`src/hdl/multilevel_priority_ready_queue_unit_assert.svh`:
```
// Assertion macros for the multilevel priority ready queue unit.
`ifndef MULTILEVEL_PRIORITY_READY_QUEUE_UNIT_ASSERT_SVH
`define MULTILEVEL_PRIORITY_READY_QUEUE_UNIT_ASSERT_SVH

`ifndef ASSERT_OFF

// Check a property at every rising edge outside reset.
`define MLPQ_ASSERT(label, clk, rst_n, prop, msg) \
    label: assert property (@(posedge clk) disable iff (!rst_n) prop) \
        else $error(msg);

// Check that a condition never holds at a rising edge outside reset.
`define MLPQ_ASSERT_NEVER(label, clk, rst_n, cond, msg) \
    label: assert property (@(posedge clk) disable iff (!rst_n) !(cond)) \
        else $error(msg);

`else

`define MLPQ_ASSERT(label, clk, rst_n, prop, msg)
`define MLPQ_ASSERT_NEVER(label, clk, rst_n, cond, msg)

`endif

`endif

```
`src/hdl/mlpq_pkg.sv`:
```
// Shared types and constants of the multilevel priority ready queue.
`default_nettype none

package mlpq_pkg;

    // Default sizing
    localparam int MAX_LEVELS_DEF  = 8;
    localparam int QUEUE_DEPTH_DEF = 16;
    localparam int ID_BITS_DEF     = 8;

    // Default tag RAM geometry for the default sizing
    localparam int RAM_DEPTH_DEF = 2 * MAX_LEVELS_DEF * QUEUE_DEPTH_DEF;
    localparam int RAM_AW_DEF    = $clog2(RAM_DEPTH_DEF);

    // Configuration register indexes
    localparam logic [3:0] CFG_LEVEL_COUNT  = 4'd0;
    localparam logic [3:0] CFG_PREEMPT_MODE = 4'd1;

    // Configuration reset values
    localparam logic [3:0] LEVEL_COUNT_RST = 4'd4;

    // Operation codes
    localparam logic OP_ADD      = 1'b0;
    localparam logic OP_DISPATCH = 1'b1;

    // Tag RAM strobes
    typedef struct packed {
        logic wr_en;
        logic rd_en;
    } ram_ctl_t;

endpackage

`default_nettype wire

```
`src/hdl/mlpq_tag_ram.sv`:
```
// Single-port tag RAM holding every FIFO slot of both banks.
`default_nettype none

module mlpq_tag_ram #(
    parameter int DEPTH = mlpq_pkg::RAM_DEPTH_DEF,
    parameter int AW    = mlpq_pkg::RAM_AW_DEF,
    parameter int DW    = mlpq_pkg::ID_BITS_DEF
) (
    input  wire logic              clk,
    input  wire mlpq_pkg::ram_ctl_t ctl,
    input  wire logic [AW-1:0]     addr,
    input  wire logic [DW-1:0]     wdata,
    output logic      [DW-1:0]     rdata
);

    logic [DW-1:0] mem [DEPTH];
    logic [DW-1:0] rdata_reg;

    // Write or read one slot per cycle; hold read data until the next read
    always_ff @(posedge clk)
    begin
        if (ctl.wr_en)
        begin
            mem[addr] <= wdata;
        end
        if (ctl.rd_en)
        begin
            rdata_reg <= mem[addr];
        end
    end

    assign rdata = rdata_reg;

endmodule

`default_nettype wire

```
`src/hdl/multilevel_priority_ready_queue_unit.sv`:
```
// Top level of the two-bank multilevel priority ready queue.
`default_nettype none

// Ready queue with one FIFO of process tags per priority level in an active
// and an expired bank. On an add, the accept cycle decodes the level and bank;
// then S_ADD, once the output register is free, read-modify-writes the FIFO
// pointers, writes the tag RAM and loads the result. A dispatch walks the
// levels in use (min(level_count, MAX_LEVELS)) from the top down, one level
// per cycle through a single pointer read port, swapping banks when the active
// bank runs dry. The tag RAM has one port and a registered read, so a dispatch
// that finds an entry pops it in S_SCAN and posts the tag from S_DRAIN; one
// that finds both banks empty reports from S_SCAN. A stalled output holds the
// item in flight. No clearing pass runs after reset: only written slots are
// ever read.
// One item is in flight at a time; in_stall is high from accept until the
// result is loaded into the output register.
module multilevel_priority_ready_queue_unit #(
    parameter int MAX_LEVELS  = mlpq_pkg::MAX_LEVELS_DEF,
    parameter int QUEUE_DEPTH = mlpq_pkg::QUEUE_DEPTH_DEF,
    parameter int ID_BITS     = mlpq_pkg::ID_BITS_DEF
) (
    input  wire logic              clk,
    input  wire logic              rst_n,
    // Configuration write channel
    input  wire logic              cfg_valid,
    output logic                   cfg_ready,
    input  wire logic [3:0]        cfg_index,
    input  wire logic [3:0]        cfg_data,
    // Request channel
    input  wire logic              in_valid,
    output logic                   in_stall,
    input  wire logic              op,
    input  wire logic [7:0]        proc_id,
    input  wire logic signed [3:0] dyn_prio,
    input  wire logic [3:0]        base_prio,
    // Result channel
    output logic                   out_valid,
    input  wire logic              out_stall,
    output logic [7:0]             out_id,
    output logic [2:0]             out_prio,
    output logic                   found,
    output logic                   preempt,
    output logic                   dropped
);

    localparam int NFIFO = 2 * MAX_LEVELS;
    localparam int LW    = (MAX_LEVELS > 1) ? $clog2(MAX_LEVELS) : 1;
    localparam int QW    = $clog2(NFIFO);
    localparam int DW    = $clog2(QUEUE_DEPTH);
    localparam int CW    = $clog2(QUEUE_DEPTH + 1);
    localparam int NW    = $clog2(MAX_LEVELS + 1);
    localparam int RDEP  = NFIFO * QUEUE_DEPTH;
    localparam int AW    = $clog2(RDEP);

    localparam logic [1:0] S_IDLE  = 2'd0;
    localparam logic [1:0] S_ADD   = 2'd1;
    localparam logic [1:0] S_SCAN  = 2'd2;
    localparam logic [1:0] S_DRAIN = 2'd3;

    // Control and configuration state
    logic [1:0]         state_reg, state_next;
    logic [3:0]         level_count_reg;
    logic               preempt_mode_reg;
    logic               active_bank_reg, active_bank_next;
    logic [2:0]         running_prio_reg, running_prio_next;
    logic               running_valid_reg, running_valid_next;
    logic [LW-1:0]      scan_lvl_reg, scan_lvl_next;
    logic               pass_reg, pass_next;

    // Latched add request
    logic [ID_BITS-1:0] id_reg, id_next;
    logic [QW-1:0]      add_q_reg, add_q_next;
    logic [3:0]         add_lvl_reg, add_lvl_next;
    logic               add_drop_reg, add_drop_next;

    // FIFO pointers
    logic [DW-1:0]      head_reg [NFIFO];
    logic [CW-1:0]      count_reg [NFIFO];

    // Output register
    logic               out_valid_reg, out_valid_next;
    logic [7:0]         out_id_reg, out_id_next;
    logic [2:0]         out_prio_reg, out_prio_next;
    logic               found_reg, found_next;
    logic               preempt_reg, preempt_next;
    logic               dropped_reg, dropped_next;

    // Datapath
    logic [NW-1:0]      n_use;
    logic [LW-1:0]      start_lvl;
    logic               in_fire;
    logic               slot_free;
    logic               acc_neg;
    logic [3:0]         acc_lvl;
    logic               acc_drop;
    logic               acc_bank;
    logic [LW-1:0]      acc_idx;
    logic [QW-1:0]      acc_q;
    logic [QW-1:0]      scan_q;
    logic [QW-1:0]      q_sel;
    logic [DW-1:0]      head_sel;
    logic [CW-1:0]      cnt_sel;
    logic [CW:0]        tail_sum;
    logic [DW-1:0]      tail;
    logic [CW:0]        head_inc;
    logic [DW-1:0]      head_wrap;
    logic               add_full;
    logic               add_fail;
    logic               hit;
    logic               fifo_upd;
    logic [DW-1:0]      head_upd;
    logic [CW-1:0]      cnt_upd;
    mlpq_pkg::ram_ctl_t ram_ctl;
    logic [AW-1:0]      ram_addr;
    logic [DW-1:0]      ram_slot;
    logic [ID_BITS-1:0] ram_rdata;

    // Effective level count and the top level of a scan
    assign n_use = ({28'd0, level_count_reg} > 32'(MAX_LEVELS)) ?
                   NW'(MAX_LEVELS) : NW'(level_count_reg);
    assign start_lvl = (n_use == '0) ? '0 : LW'(n_use - NW'(1));

    assign in_fire   = in_valid && !in_stall;
    assign slot_free = !out_valid_reg || !out_stall;

    // Decode an incoming add: refill exhausted priority into the expired bank
    assign acc_neg  = dyn_prio[3];
    assign acc_lvl  = acc_neg ? (base_prio - 4'd1) : $unsigned(dyn_prio);
    assign acc_drop = (acc_neg && (base_prio == 4'd0)) ||
                      (32'(acc_lvl) >= 32'(n_use));
    assign acc_bank = acc_neg ? !active_bank_reg : active_bank_reg;
    assign acc_idx  = LW'(acc_lvl);
    assign acc_q    = acc_bank ? (QW'(MAX_LEVELS) + QW'(acc_idx)) : QW'(acc_idx);

    // FIFO under scan in the active bank
    assign scan_q = active_bank_reg ? (QW'(MAX_LEVELS) + QW'(scan_lvl_reg)) :
                    QW'(scan_lvl_reg);
    assign q_sel  = (state_reg == S_ADD) ? add_q_reg : scan_q;

    // Pointer read port
    assign head_sel = head_reg[q_sel];
    assign cnt_sel  = count_reg[q_sel];

    // Tail slot wrapped with one compare and subtract; advanced head wraps to zero with one compare
    assign tail_sum  = (CW+1)'(head_sel) + (CW+1)'(cnt_sel);
    assign tail      = (tail_sum >= (CW+1)'(QUEUE_DEPTH)) ?
                       DW'(tail_sum - (CW+1)'(QUEUE_DEPTH)) : DW'(tail_sum);
    assign head_inc  = (CW+1)'(head_sel) + (CW+1)'(1);
    assign head_wrap = (head_inc >= (CW+1)'(QUEUE_DEPTH)) ? '0 : DW'(head_inc);

    assign add_full = (cnt_sel >= CW'(QUEUE_DEPTH));
    assign add_fail = add_drop_reg || add_full;
    assign hit      = (n_use != '0) && (cnt_sel != '0);

    // Tag RAM address: FIFO base plus slot
    assign ram_slot = (state_reg == S_ADD) ? tail : head_sel;
    assign ram_addr = AW'(q_sel) * AW'(QUEUE_DEPTH) + AW'(ram_slot);

    // Sequencer
    always_comb
    begin
        state_next         = state_reg;
        active_bank_next   = active_bank_reg;
        running_prio_next  = running_prio_reg;
        running_valid_next = running_valid_reg;
        scan_lvl_next      = scan_lvl_reg;
        pass_next          = pass_reg;
        id_next            = id_reg;
        add_q_next         = add_q_reg;
        add_lvl_next       = add_lvl_reg;
        add_drop_next      = add_drop_reg;
        out_valid_next     = out_valid_reg && out_stall;
        out_id_next        = out_id_reg;
        out_prio_next      = out_prio_reg;
        found_next         = found_reg;
        preempt_next       = preempt_reg;
        dropped_next       = dropped_reg;
        fifo_upd           = 1'b0;
        head_upd           = head_sel;
        cnt_upd            = cnt_sel;
        ram_ctl            = '0;

        case (state_reg)
            S_IDLE:
            begin
                // Latch the request beat
                if (in_fire)
                begin
                    id_next       = ID_BITS'(proc_id);
                    add_q_next    = acc_q;
                    add_lvl_next  = acc_lvl;
                    add_drop_next = acc_drop;
                    scan_lvl_next = start_lvl;
                    pass_next     = 1'b0;
                    state_next    = (op == mlpq_pkg::OP_DISPATCH) ? S_SCAN : S_ADD;
                end
            end
            S_ADD:
            begin
                // Push the tag and post the add result
                if (slot_free)
                begin
                    if (!add_fail)
                    begin
                        ram_ctl.wr_en = 1'b1;
                        fifo_upd      = 1'b1;
                        cnt_upd       = cnt_sel + CW'(1);
                    end
                    out_valid_next = 1'b1;
                    out_id_next    = 8'(id_reg);
                    out_prio_next  = add_fail ? 3'd0 : 3'(add_lvl_reg);
                    found_next     = 1'b0;
                    preempt_next   = !add_fail && preempt_mode_reg &&
                                     running_valid_reg &&
                                     ({1'b0, running_prio_reg} < add_lvl_reg);
                    dropped_next   = add_fail;
                    state_next     = S_IDLE;
                end
            end
            S_SCAN:
            begin
                if (hit)
                begin
                    // Pop the front tag and record the winner
                    ram_ctl.rd_en      = 1'b1;
                    fifo_upd           = 1'b1;
                    head_upd           = head_wrap;
                    cnt_upd            = cnt_sel - CW'(1);
                    running_prio_next  = 3'(scan_lvl_reg);
                    running_valid_next = 1'b1;
                    state_next         = S_DRAIN;
                end
                else if (scan_lvl_reg != '0)
                begin
                    scan_lvl_next = scan_lvl_reg - LW'(1);
                end
                else if (!pass_reg)
                begin
                    // Active bank dry: swap banks and search once more
                    active_bank_next = !active_bank_reg;
                    pass_next        = 1'b1;
                    scan_lvl_next    = start_lvl;
                end
                else if (slot_free)
                begin
                    // Both banks empty: report and drop the recorded entry
                    running_prio_next  = 3'd0;
                    running_valid_next = 1'b0;
                    out_valid_next     = 1'b1;
                    out_id_next        = 8'd0;
                    out_prio_next      = 3'd0;
                    found_next         = 1'b0;
                    preempt_next       = 1'b0;
                    dropped_next       = 1'b0;
                    state_next         = S_IDLE;
                end
            end
            S_DRAIN:
            begin
                // Post the popped tag once the output register frees up
                if (slot_free)
                begin
                    out_valid_next = 1'b1;
                    out_id_next    = 8'(ram_rdata);
                    out_prio_next  = 3'(scan_lvl_reg);
                    found_next     = 1'b1;
                    preempt_next   = 1'b0;
                    dropped_next   = 1'b0;
                    state_next     = S_IDLE;
                end
            end
            default:
            begin
                state_next = S_IDLE;
            end
        endcase
    end

    // Control registers
    always_ff @(posedge clk or negedge rst_n)
    begin
        if (!rst_n)
        begin
            state_reg         <= S_IDLE;
            active_bank_reg   <= 1'b0;
            running_prio_reg  <= 3'd0;
            running_valid_reg <= 1'b0;
            scan_lvl_reg      <= '0;
            pass_reg          <= 1'b0;
            out_valid_reg     <= 1'b0;
        end
        else
        begin
            state_reg         <= state_next;
            active_bank_reg   <= active_bank_next;
            running_prio_reg  <= running_prio_next;
            running_valid_reg <= running_valid_next;
            scan_lvl_reg      <= scan_lvl_next;
            pass_reg          <= pass_next;
            out_valid_reg     <= out_valid_next;
        end
    end

    // Payload registers
    always_ff @(posedge clk)
    begin
        id_reg       <= id_next;
        add_q_reg    <= add_q_next;
        add_lvl_reg  <= add_lvl_next;
        add_drop_reg <= add_drop_next;
        out_id_reg   <= out_id_next;
        out_prio_reg <= out_prio_next;
        found_reg    <= found_next;
        preempt_reg  <= preempt_next;
        dropped_reg  <= dropped_next;
    end

    // FIFO pointers: update the selected FIFO
    always_ff @(posedge clk or negedge rst_n)
    begin
        if (!rst_n)
        begin
            for (int i = 0; i < NFIFO; i++)
            begin
                head_reg[i]  <= '0;
                count_reg[i] <= '0;
            end
        end
        else if (fifo_upd)
        begin
            head_reg[q_sel]  <= head_upd;
            count_reg[q_sel] <= cnt_upd;
        end
    end

    // Configuration registers
    always_ff @(posedge clk or negedge rst_n)
    begin
        if (!rst_n)
        begin
            level_count_reg  <= mlpq_pkg::LEVEL_COUNT_RST;
            preempt_mode_reg <= 1'b0;
        end
        else if (cfg_valid && cfg_ready)
        begin
            case (cfg_index)
                mlpq_pkg::CFG_LEVEL_COUNT:  level_count_reg  <= cfg_data;
                mlpq_pkg::CFG_PREEMPT_MODE: preempt_mode_reg <= cfg_data[0];
                default:                    ;
            endcase
        end
    end

    mlpq_tag_ram #(
        .DEPTH (RDEP),
        .AW    (AW),
        .DW    (ID_BITS)
    ) u_tag_ram (
        .clk   (clk),
        .ctl   (ram_ctl),
        .addr  (ram_addr),
        .wdata (id_reg),
        .rdata (ram_rdata)
    );

    assign cfg_ready = 1'b1;
    assign in_stall  = (state_reg != S_IDLE);
    assign out_valid = out_valid_reg;
    assign out_id    = out_id_reg;
    assign out_prio  = out_prio_reg;
    assign found     = found_reg;
    assign preempt   = preempt_reg;
    assign dropped   = dropped_reg;

`include "multilevel_priority_ready_queue_unit_assert.svh"

    `MLPQ_ASSERT(a_push_not_full, clk, rst_n, ram_ctl.wr_en |-> (cnt_sel < CW'(QUEUE_DEPTH)), "push into a full FIFO")
    `MLPQ_ASSERT(a_pop_records, clk, rst_n, ram_ctl.rd_en |=> (running_valid_reg && state_reg == S_DRAIN), "pop did not record the winner")
    `MLPQ_ASSERT(a_found_clean, clk, rst_n, (out_valid && found) |-> (!dropped && !preempt), "dispatch result flags add status")
    `MLPQ_ASSERT_NEVER(a_ram_one_port, clk, rst_n, ram_ctl.wr_en && ram_ctl.rd_en, "tag RAM read and write in one cycle")

endmodule

`default_nettype wire

```
`config.mk`:
```
export PLATFORM = sky130hd
export DESIGN_NAME = multilevel_priority_ready_queue_unit
export DESIGN_NICKNAME = d
export VERILOG_FILES = /design/src/hdl/mlpq_pkg.sv /design/src/hdl/mlpq_tag_ram.sv /design/src/hdl/multilevel_priority_ready_queue_unit.sv
export VERILOG_INCLUDE_DIRS = /design/src /design/src/hdl
export SDC_FILE = /design/constraint.sdc
export NUM_CORES = 2
export LEC_CHECK = 0
export BUFFER_PORTS_ARGS = -buffer_cell sky130_fd_sc_hd__buf_4
export CORE_MARGIN = 2
export CORE_UTILIZATION = 48
export CTS_BUF_LIST = sky130_fd_sc_hd__clkbuf_2
export DETAILED_ROUTE_END_ITERATION = 6
export PLACE_DENSITY_LB_ADDON = 0.2
export SYNTH_ARGS = -nofsm -noshare
export SYNTH_HDL_FRONTEND = slang
export SYNTH_SLANG_ARGS = --single-unit
```
`constraint.sdc`:
```
create_clock -name clk -period 5.5 [get_ports clk]
set_clock_uncertainty 0.1 [all_clocks]
set_input_delay 0 -clock clk [delete_from_list [all_inputs] [get_ports clk]]
set_output_delay 0 -clock clk [all_outputs]
set_load 0.01 [all_outputs]
```
==> flow_summary.toml <==
[status]
status = "finished with violations"
failed_checks = "negative setup slack"

[timing]
finalMaxSlewViolations = 0
max_freq_ghz = 0.178
hold_viol = 0
report.final.setup_viol = 6
hold_slack_ns = 0.348
post-route-period-util = 1.02
timing.max_slew.rel_slack = 0.0831
period_minus_slack_ns = 5.62
worst_slew_pin_slew_ns = 1.37
setup_repair_after_global_routing_missed_its_margin = "true"
final.setup.worst_slack_ns = -0.123

[layout]
finalNonFillerCells = 11000
area.growth.synth_to_final_pct = 20.4
num-nets-final = 8190
final_layout_size_suffix_gt1_frac = 0.265
utilization = 0.583
largest_register_ff_count = 2048

[synth]
post-synth-top-area-cell = "sky130_fd_sc_hd__edfxtp_1"
largest_family_of_logic_cells_by_synthesized_area = "simple AND/OR/NAND/NOR gates"
muxShareOfSynthArea = 0.00904
share_of_synthesized_cell_area_in_and_or_nand_and_nor_gates = 0.139
post-synth-top-count-cell = "sky130_fd_sc_hd__edfxtp_1"
syn-num-nets = 7024
number_of_synthesized_flops_with_an_enable_pin = 2084
syn-cell-area_sq_mm = 0.0922
most_common_flop_cell_mapped_by_yosys = "sky130_fd_sc_hd__edfxtp_1"
ys_top_cells_by_area = "sky130_fd_sc_hd__edfxtp_1, sky130_fd_sc_hd__nand2_1, sky130_fd_sc_hd__dfrtp_1"
ys_warn_count = 0
synth_top_cells_by_count = "sky130_fd_sc_hd__edfxtp_1, sky130_fd_sc_hd__nand2_1, sky130_fd_sc_hd__and3_1"
yosys_register_bits = 2245
yosys.cell_types.count = 88
netlist_instances = 6974
synth_top_area_frac = 0.679
fraction_of_the_yosys_area_taken_by_sequential_cells = 0.723
synth_xor_xnor_area_share = 0.000841
mapped_avg_cell_area_sq_um = 13.2
synth_fa_ha_area_frac = 0.00271
share_of_flip_flops_with_an_asynchronous_set_or_reset = 0.0717
synth_area_in_compound_gates = 0.0992

[floorplanning]
floorplan.initialDensity = 0.484
die_width_um = 442
core_sq_mm = 0.191
fp.dieArea_sq_mm = 0.196
design.portCount = 47
dieHeight_um = 442
floorplan.rows = 160

[routing]
drt-wirelength-per-cell_um = 26.2
drtPass1Iterations = 7
initialDrtViolationCount = 7886
via_count = 66000
route.detailed.drc = 0
final_antenna_net_count = 0
wl_um = 289000
drt-vias-per-instance = 5.99

[worst_setup_path]
critical_path_buf_inv_count = 8
critical_path.endpoint_type = "flip-flop"
timing.critical_path.cells = "inv_2, ha_4, mux2i_4, buf_6, buf_4, mux4_2, o22ai_4, nor3_2, ha_2, inv_1, a41oi_2, a221o_1, a211oi_4, buf_6, xor2_4, buf_12, buf_16, buf_8, a211o_4, a32oi_4, o311ai_4, a2111o_1"
startpoint_type = "flip-flop"
critical_path.top_delay_family = "compound AO/OA/AOI/OAI gates"
cp_data_required_time_ns = 6.93
worst_endpoint_data_arrival_time_ns = 7.05
crit_path_top_delay_cell = "sky130_fd_sc_hd__mux4_2"
critPathMaxFanout = 7
timing_worst_setup_path_type = "flip-flop to flip-flop"
most_prevalent_standard_cell_on_the_critical_path = "sky130_fd_sc_hd__buf_6"
critical-path-max-stage-delay_ns = 0.52

[hold_path]
worst_hold_path_type = "input pin to flip-flop"

[cts]
clk_transition_reported_paths_ns = 0.09
htreeDepth = 6
cts_inserted_buffers = 590
cts_tree = "built"
clock_path_buffers = 4
worstSkewPairLatency_ns = 1.86
clock-root-buffer = "sky130_fd_sc_hd__clkbuf_2"
cts.sink_count = 2245

[placed_design]
place.detailed.hpwl_um = 173000
dp.cells = 9883
portBuffers = 45
place_worst_setup_slack_ns = -1.10
finalWeightedCongestion = 0.938

[global_route]
grt_pass1_vias = 64300
grt_pass1_wl_um = 414000
groute.usage.overall = 0.283
grt_max_degree = 162
grt_antenna_before_repair = 14
grt_remaining_overflow = 0

[job]
reported_max_cap_violation_count = 0
layout by cell type, fill, tap and decap left out, drive strengths merged, types with 28 or more instances in the layout:
cell type    Yosys  layout
a211oi         161     161
a21oi           28      28
a311o          131     131
a311oi         269     269
a41oi           36      36
and2           157     157
and3           433     433
buf            246     985
clkbuf         291     853
clkinv           1      85
dfrtp          160     160
dlygate4sd3      0     116
edfxtp        2084    2084
inv             25      35
nand2         1940    1940
nand3           85      85
nor2           296     296
o21ai          144     144
o311ai         209     209
path summary, 6_finish.rpt:
kind / startpoint / to / slack, ns / cells past startpoint
max: state_reg[1] / u_tag_ram.rdata[2] / -0.12 / 22
min: dyn_prio[3] / add_q_reg[3] / 0.35 / 5
max reg2reg: state_reg[1] / u_tag_ram.rdata[2] / -0.12 / 22
min reg2reg: head_reg[35] / head_reg[35] / 0.39 / 2
max in group asynchronous: rst_n / count_reg[68] / 3.73 / 7
min in group asynchronous: rst_n / level_count_reg[1] / 0.40 / 6
metrics by stage:
step / TNS (ns) / area (sq um)
after CTS: -0.643 / 109000
final: -0.238 / 111000
after detailed placement: -335.27 / 102000
after global routing: -2.59 / 111000
after global placement: -424.80 / 102000
after floorplan: 0 / 92200
kinds of logic after synthesis:
logic type / count (synthesis)
compound gates: 1128
xor+xnor: 8
fa+ha+maj: 20
buf+inv: 563
flops: 2245
mux: 50
other cells: 1
simple gates: 2959
routing by layer:
metal  vias up  global-route usage  part of all wire
met1     32900               0.384              0.40
li1      28900                   -                 -
met2      3564               0.440              0.46
met5         -                   0           0.00021
met4         4               0.117             0.037
met3       629              0.0655             0.096
tightest hold or removal path, delay by kind of cell:
family | cells | cell delay [ns]
buffers and inverters | 4 | 1.93
xor gates and xnor gates | 1 | 0.20
timing repair:
item                                    4_1_cts  5_1_grt
endpoints found under the setup margin     1811     1553
pin swaps                                    22       54
gates resized for setup                     208      359
setup buffers                                10       44
endpoints found under the hold margin      2397        0
cloned                                        6       10
hold buffers                                117        0
final cells by class:
type	instances	area (sq um)
antenna	12	30.0
multi-input combinational	4167	25400
inverter	26	100
clock buffer	844	4220
fill	15300	79600
timing repair buffer	1110	10700
clock inverter	110	773
tap	2511	3140
sequential	2245	66600
Power is left out: the tool's default activity adds up to more than one toggle a clock period on the data nets, which glitch-free logic cannot reach.
